<file path="src/design/c2r_pkg.sv">
// Shared types and constants for the convolution layer with bias and ReLU.
// Used by c2r_mac and conv2d_relu_layer; no dependencies.

package c2r_pkg;

  // store geometry
  localparam int MAX_INPUT_SIDE   = 64;
  localparam int MAX_IN_CHANNELS  = 32;
  localparam int MAX_OUT_CHANNELS = 32;
  localparam int MAX_KERNEL       = 11;

  localparam int PIX_PER_CH = MAX_INPUT_SIDE * MAX_INPUT_SIDE;
  localparam int TAPS_PER_K = MAX_KERNEL * MAX_KERNEL;
  localparam int PIX_W      = $clog2(PIX_PER_CH);
  localparam int TAP_W      = $clog2(TAPS_PER_K);
  localparam int CH_W       = $clog2(MAX_IN_CHANNELS);
  localparam int OC_W       = $clog2(MAX_OUT_CHANNELS);
  localparam int FEAT_AW    = CH_W + PIX_W;
  localparam int WGT_AW     = OC_W + CH_W + TAP_W;

  // arithmetic widths
  localparam int SAMPLE_W = 16;
  localparam int PROD_W   = 2 * SAMPLE_W;
  localparam int BIAS_W   = 32;
  localparam int ACC_W    = 48;
  localparam int ACT_W    = 47;
  localparam int Q_SHIFT  = 6;

  // config port
  localparam int CFG_IDX_W  = 3;
  localparam int CFG_DATA_W = 7;

  // cycles from the last store read until the sum is complete
  localparam int DRAIN_CYCLES = 2;

  typedef enum logic [1:0] {
    ACT_LOAD_PIXEL  = 2'd0,
    ACT_LOAD_WEIGHT = 2'd1,
    ACT_LOAD_BIAS   = 2'd2,
    ACT_COMPUTE     = 2'd3
  } action_t;

  typedef enum logic [CFG_IDX_W-1:0] {
    CFG_IN_CHANNELS  = 3'd0,
    CFG_OUT_CHANNELS = 3'd1,
    CFG_KERNEL_WIDTH = 3'd2,
    CFG_STRIDE_STEP  = 3'd3,
    CFG_INPUT_SIDE   = 3'd4
  } cfg_index_t;

  // sequencer to multiply-accumulate unit
  typedef struct packed {
    logic clr;
    logic mul_v;
    logic add_v;
  } mac_ctrl_t;

  // multiply-accumulate unit back to sequencer
  typedef struct packed {
    logic busy;
  } mac_stat_t;

endpackage

</file>
<file path="src/design/c2r_mac.sv">
// Shared multiply-accumulate unit: one registered 16x16 signed product and
// one accumulator adder that also takes the scaled bias. Depends on c2r_pkg.

module c2r_mac (
  input  logic                                  clk,
  input  logic                                  rst,
  input  c2r_pkg::mac_ctrl_t                    ctrl,
  input  logic signed [c2r_pkg::SAMPLE_W-1:0]   a,
  input  logic signed [c2r_pkg::SAMPLE_W-1:0]   b,
  input  logic signed [c2r_pkg::ACC_W-1:0]      addend,
  output logic signed [c2r_pkg::ACC_W-1:0]      acc,
  output c2r_pkg::mac_stat_t                    stat
);

  logic signed [c2r_pkg::PROD_W-1:0] prod;
  logic                              prod_v;
  logic signed [c2r_pkg::ACC_W-1:0]  operand;

  // product stage
  always_ff @(posedge clk) begin
    if (rst) begin
      prod_v <= 1'b0;
    end else begin
      prod_v <= ctrl.mul_v;
    end
  end

  always_ff @(posedge clk) begin
    if (ctrl.mul_v) begin
      prod <= a * b;
    end
  end

  // one adder, fed by the product or by the bias term
  assign operand = prod_v ? c2r_pkg::ACC_W'(prod) : addend;

  always_ff @(posedge clk) begin
    if (ctrl.clr) begin
      acc <= '0;
    end else if (prod_v || ctrl.add_v) begin
      acc <= acc + operand;
    end
  end

  assign stat.busy = prod_v;

endmodule
</file>
<file path="config.mk">
export PLATFORM = sky130hd
export DESIGN_NAME = c2r_mac
export DESIGN_NICKNAME = d
export VERILOG_FILES = /design/src/design/c2r_pkg.sv /design/src/design/c2r_mac.sv
export SDC_FILE = /design/constraint.sdc
export NUM_CORES = 1
export LEC_CHECK = 0
export BUFFER_PORTS_ARGS = -buffer_cell sky130_fd_sc_hd__buf_4
export CORE_MARGIN = 2
export CORE_UTILIZATION = 59
export CTS_BUF_LIST = sky130_fd_sc_hd__clkbuf_4 sky130_fd_sc_hd__clkbuf_8
export DETAILED_ROUTE_END_ITERATION = 8
export PLACE_DENSITY = 0.83
export REMOVE_ABC_BUFFERS = 1
export SLEW_MARGIN = 30
export SYNTH_ARGS = -nofsm -noshare
export SYNTH_HDL_FRONTEND = slang
export SYNTH_SLANG_ARGS = --single-unit
export TNS_END_PERCENT = 100
</file>
<file path="constraint.sdc">
create_clock -name clk -period 13.27 [get_ports clk]
set_input_delay 1.327 -clock clk [delete_from_list [all_inputs] [get_ports clk]]
set_output_delay 1.327 -clock clk [all_outputs]
set_load 0.01 [all_outputs]
</file>
==> impl_metrics.env <==
export IMPL_status="finished, final reports clean"
export IMPL_drc=0
export IMPL_htree_levels=3
export IMPL_antenna_found_initial=0
export IMPL_grtUsageTotal_pct=27.4
export IMPL_critPathKind="input pin to register"
export IMPL_antenna_left=0
export IMPL_slowest_delay_ns=0.75
export IMPL_ctsHoldBuffers=0
export IMPL_worst_slew_pin_slew_ns=0.925
export IMPL_clk_pin_slew_worst_paths_ns=0.08
export IMPL_syn_to_final_growth_pct=9.50
export IMPL_setup_tns_ns=0
export IMPL_synth_xor_area_share_pct=4.08
export IMPL_cts_path_max_buffers=2
export IMPL_clock_skew_ns=0.0116
export IMPL_die_w_um=166
export IMPL_register_area_um2=1940
export IMPL_worstReg2RegEnd="acc[44]$_SDFFE_PP0P_"
export IMPL_hold_start="acc[43]$_SDFFE_PP0P_"
export IMPL_synth_edff_count=32
export IMPL_pin_count=134
export IMPL_cp_end_kind="register"
export IMPL_r2r_cells=15
export IMPL_synth_fa_ha_area_share_pct=44.5
export IMPL_cp_slowest_cell="fa_1"
export IMPL_fillers=2059
export IMPL_dr_pass1_iters=5
export IMPL_avgSynthCellArea_um2=8.92
export IMPL_nets=2293
export IMPL_vias=12100
export IMPL_crit_path_frequent_cell="fa_1"
export IMPL_start_util_pct=59.6
export IMPL_post_route_period_util_pct=53.2
export IMPL_r2r_start="stat$_SDFF_PP0_"
export IMPL_ys_ff_latch=81
export IMPL_drive_gt1_share_pct=11.0
export IMPL_root_buffer="clkbuf_8"
export IMPL_ys_seq_area_share_pct=12.6
export IMPL_fin_ws_ns=6.21
export IMPL_synth_main_ff_cell="dfxtp_1"
export IMPL_worstPathArrival_ns=7.18
export IMPL_grt_max_degree=55
export IMPL_yosys_warnings=0
export IMPL_cts_resized=0
export IMPL_synth_top_family_by_area="adder cells"
export IMPL_insertion_delay_ns=0.37
export IMPL_regToRegSetupSlack_ns=9.27
export IMPL_syn_inst=1733
export IMPL_avgRoutedWirePerCell_um=17.0
export IMPL_slew_violations=0
export IMPL_numCtsBuffers=9
export IMPL_crit_fanout=16
export IMPL_gp_congestion=0.960
export IMPL_synth_simple_area_share_pct=15.1
export IMPL_rsz0062_at_grt="false"
export IMPL_postCtsSetupBuffers=0
export IMPL_crit_path_cell_trace="buf_4, nand2_1, inv_1, fa_1, fa_1, inv_1, fa_1, fa_1, fa_1, fa_1, inv_1, ha_1, and3_1, nand2_1, inv_1, o2bb2ai_1, a311oi_1, o31ai_1, nand2_1, nand2_1, a21oi_1, xnor2_1"
export IMPL_first_iter_violations=827
export IMPL_min_to="acc[43]$_SDFFE_PP0P_"
export IMPL_cts_tree="done"
export IMPL_core_um2=25900
export IMPL_syn_area_um2=15500
export IMPL_final_hold_viol_count=0
export IMPL_synth_compound_area_share_pct=11.5
export IMPL_dp_slack_ns=5.92
export IMPL_mostFrequentLayoutCell="inv_1"
export IMPL_async_reset_ff_share_pct=0
export IMPL_final_cell_mix="344 x inv_1, 263 x fa_1, 195 x nand2_1"
export IMPL_hpwl_mm=30.3
export IMPL_min_path_type="register to register"
export IMPL_required_ns=13.39
export IMPL_min_path_cells=2
export IMPL_synth_mux_area_share_pct=2.32
export IMPL_max_cap_violations=0
export IMPL_multi_input_area_um2=12000
export IMPL_start_kind="input pin"
export IMPL_num_rows=59
export IMPL_fin_crit_ns=7.06
export IMPL_cp_top_family="adder cells"
export IMPL_grt_pass1_wl_mm=62.3
export IMPL_die_h_um=166
export IMPL_grt_pass1_vias=12800
export IMPL_place_area_um2=16600
export IMPL_grt_ovfl_total=0
export IMPL_setup_viol=0
export IMPL_postLayoutCellArea_um2=16900
export IMPL_crit_buf_inv=5
export IMPL_wl_mm=36.5
export IMPL_yosys_cell_types_count=72
export IMPL_cts_sinks=81
export IMPL_slew_headroom_pct=38.4
export IMPL_dieArea_um2=27500
export IMPL_timing_fmax_mhz=142
export IMPL_port_buffers=133
export IMPL_antenna_cells=0
export IMPL_avgViaCountPerCell=5.63
-- layer usage --
layer	track usage, %	wire length [um]	vias up
li1	-	-	5640
met1	36.3	15700	6028
met2	47.9	17900	411
met3	3.53	2150	55
met4	6.84	779	0
met5	0	0	-
-- logic make-up after synthesis --
logic type               after synthesis
flip-flops                            81
AO/OA/AOI/OAI                        270
multiplexers                          32
adder cells (fa/ha/maj)              392
buffers and inverters                408
AND/OR/NAND/NOR                      478
XOR/XNOR                              72
-- stage by stage --
| stage | instances | hold slack [ns] | util, % |
|---|---|---|---|
| floorplan | 1670 | 0.485 | - |
| global placement | 2139 | 0.458 | 64.2 |
| detailed placement | 2139 | 0.466 | 64.2 |
| CTS | 2155 | 0.475 | 65.2 |
| global route | 2156 | 0.494 | 65.3 |
| finish | 2156 | 0.479 | 65.3 |
-- worst min-delay path, delay by kind of cell, from the launching register on --
kind | cells | cell delay, ns
simple gates | 1 | 0.06
flops | 1 | 0.33
compound gates | 1 | 0.05
-- worst max path at each step --
stage	start	end	slack, ns	cells past startpoint
floorplan	a[15]	prod[30]$_DFFE_PP_	6.60	18
global placement	a[15]	prod[31]$_DFFE_PP_	6.09	22
detailed placement	a[15]	prod[31]$_DFFE_PP_	5.92	22
CTS	a[15]	prod[31]$_DFFE_PP_	6.29	22
global route	a[15]	prod[31]$_DFFE_PP_	6.00	22
finish	a[15]	prod[31]$_DFFE_PP_	6.21	22
-- layout make-up --
class                      instances  area share [%]
inverter                         345            7.65
clock buffer                      11           0.858
sequential                        81            11.5
timing repair buffer             135            6.11
tap                              335            2.48
multi-input combinational       1244            70.8
clock inverter                     5           0.606
-- synthesized netlist by cell type (all sizes together) (3+ instances only) --
library cell / count / area [um^2]
nand3: 20 / 100
a21o: 39 / 293
edfxtp: 32 / 961
a311oi: 3 / 32.5
and3: 8 / 55.1
a2111oi: 3 / 38.8
ha: 129 / 1610
a21oi: 82 / 414
a31oi: 10 / 62.6
and2: 128 / 801
nor2b: 9 / 63.8
nand2b: 10 / 62.6
o211ai: 3 / 32.5
a211oi: 20 / 150
and4: 3 / 26.3
buf: 7 / 31.3
inv: 344 / 1290
nor3: 17 / 90.1
or3: 5 / 31.3
o21ai: 55 / 279
fa: 263 / 5270
clkbuf: 56 / 210
xnor2: 58 / 508
xor2: 14 / 123
nand2: 195 / 732
nand4: 10 / 62.6
o21bai: 11 / 82.6
mux2: 30 / 338
o21a: 16 / 120
nor2: 66 / 248
dfxtp: 49 / 981
o31ai: 7 / 57.6
-- sequential cells by signal, summed over array words and instances, names as in the netlist --
register	cells
acc	48
prod	32
stat	1
Power is not shown: default switching activity piles up to over one toggle a cycle in this logic, so the estimate is an artifact.
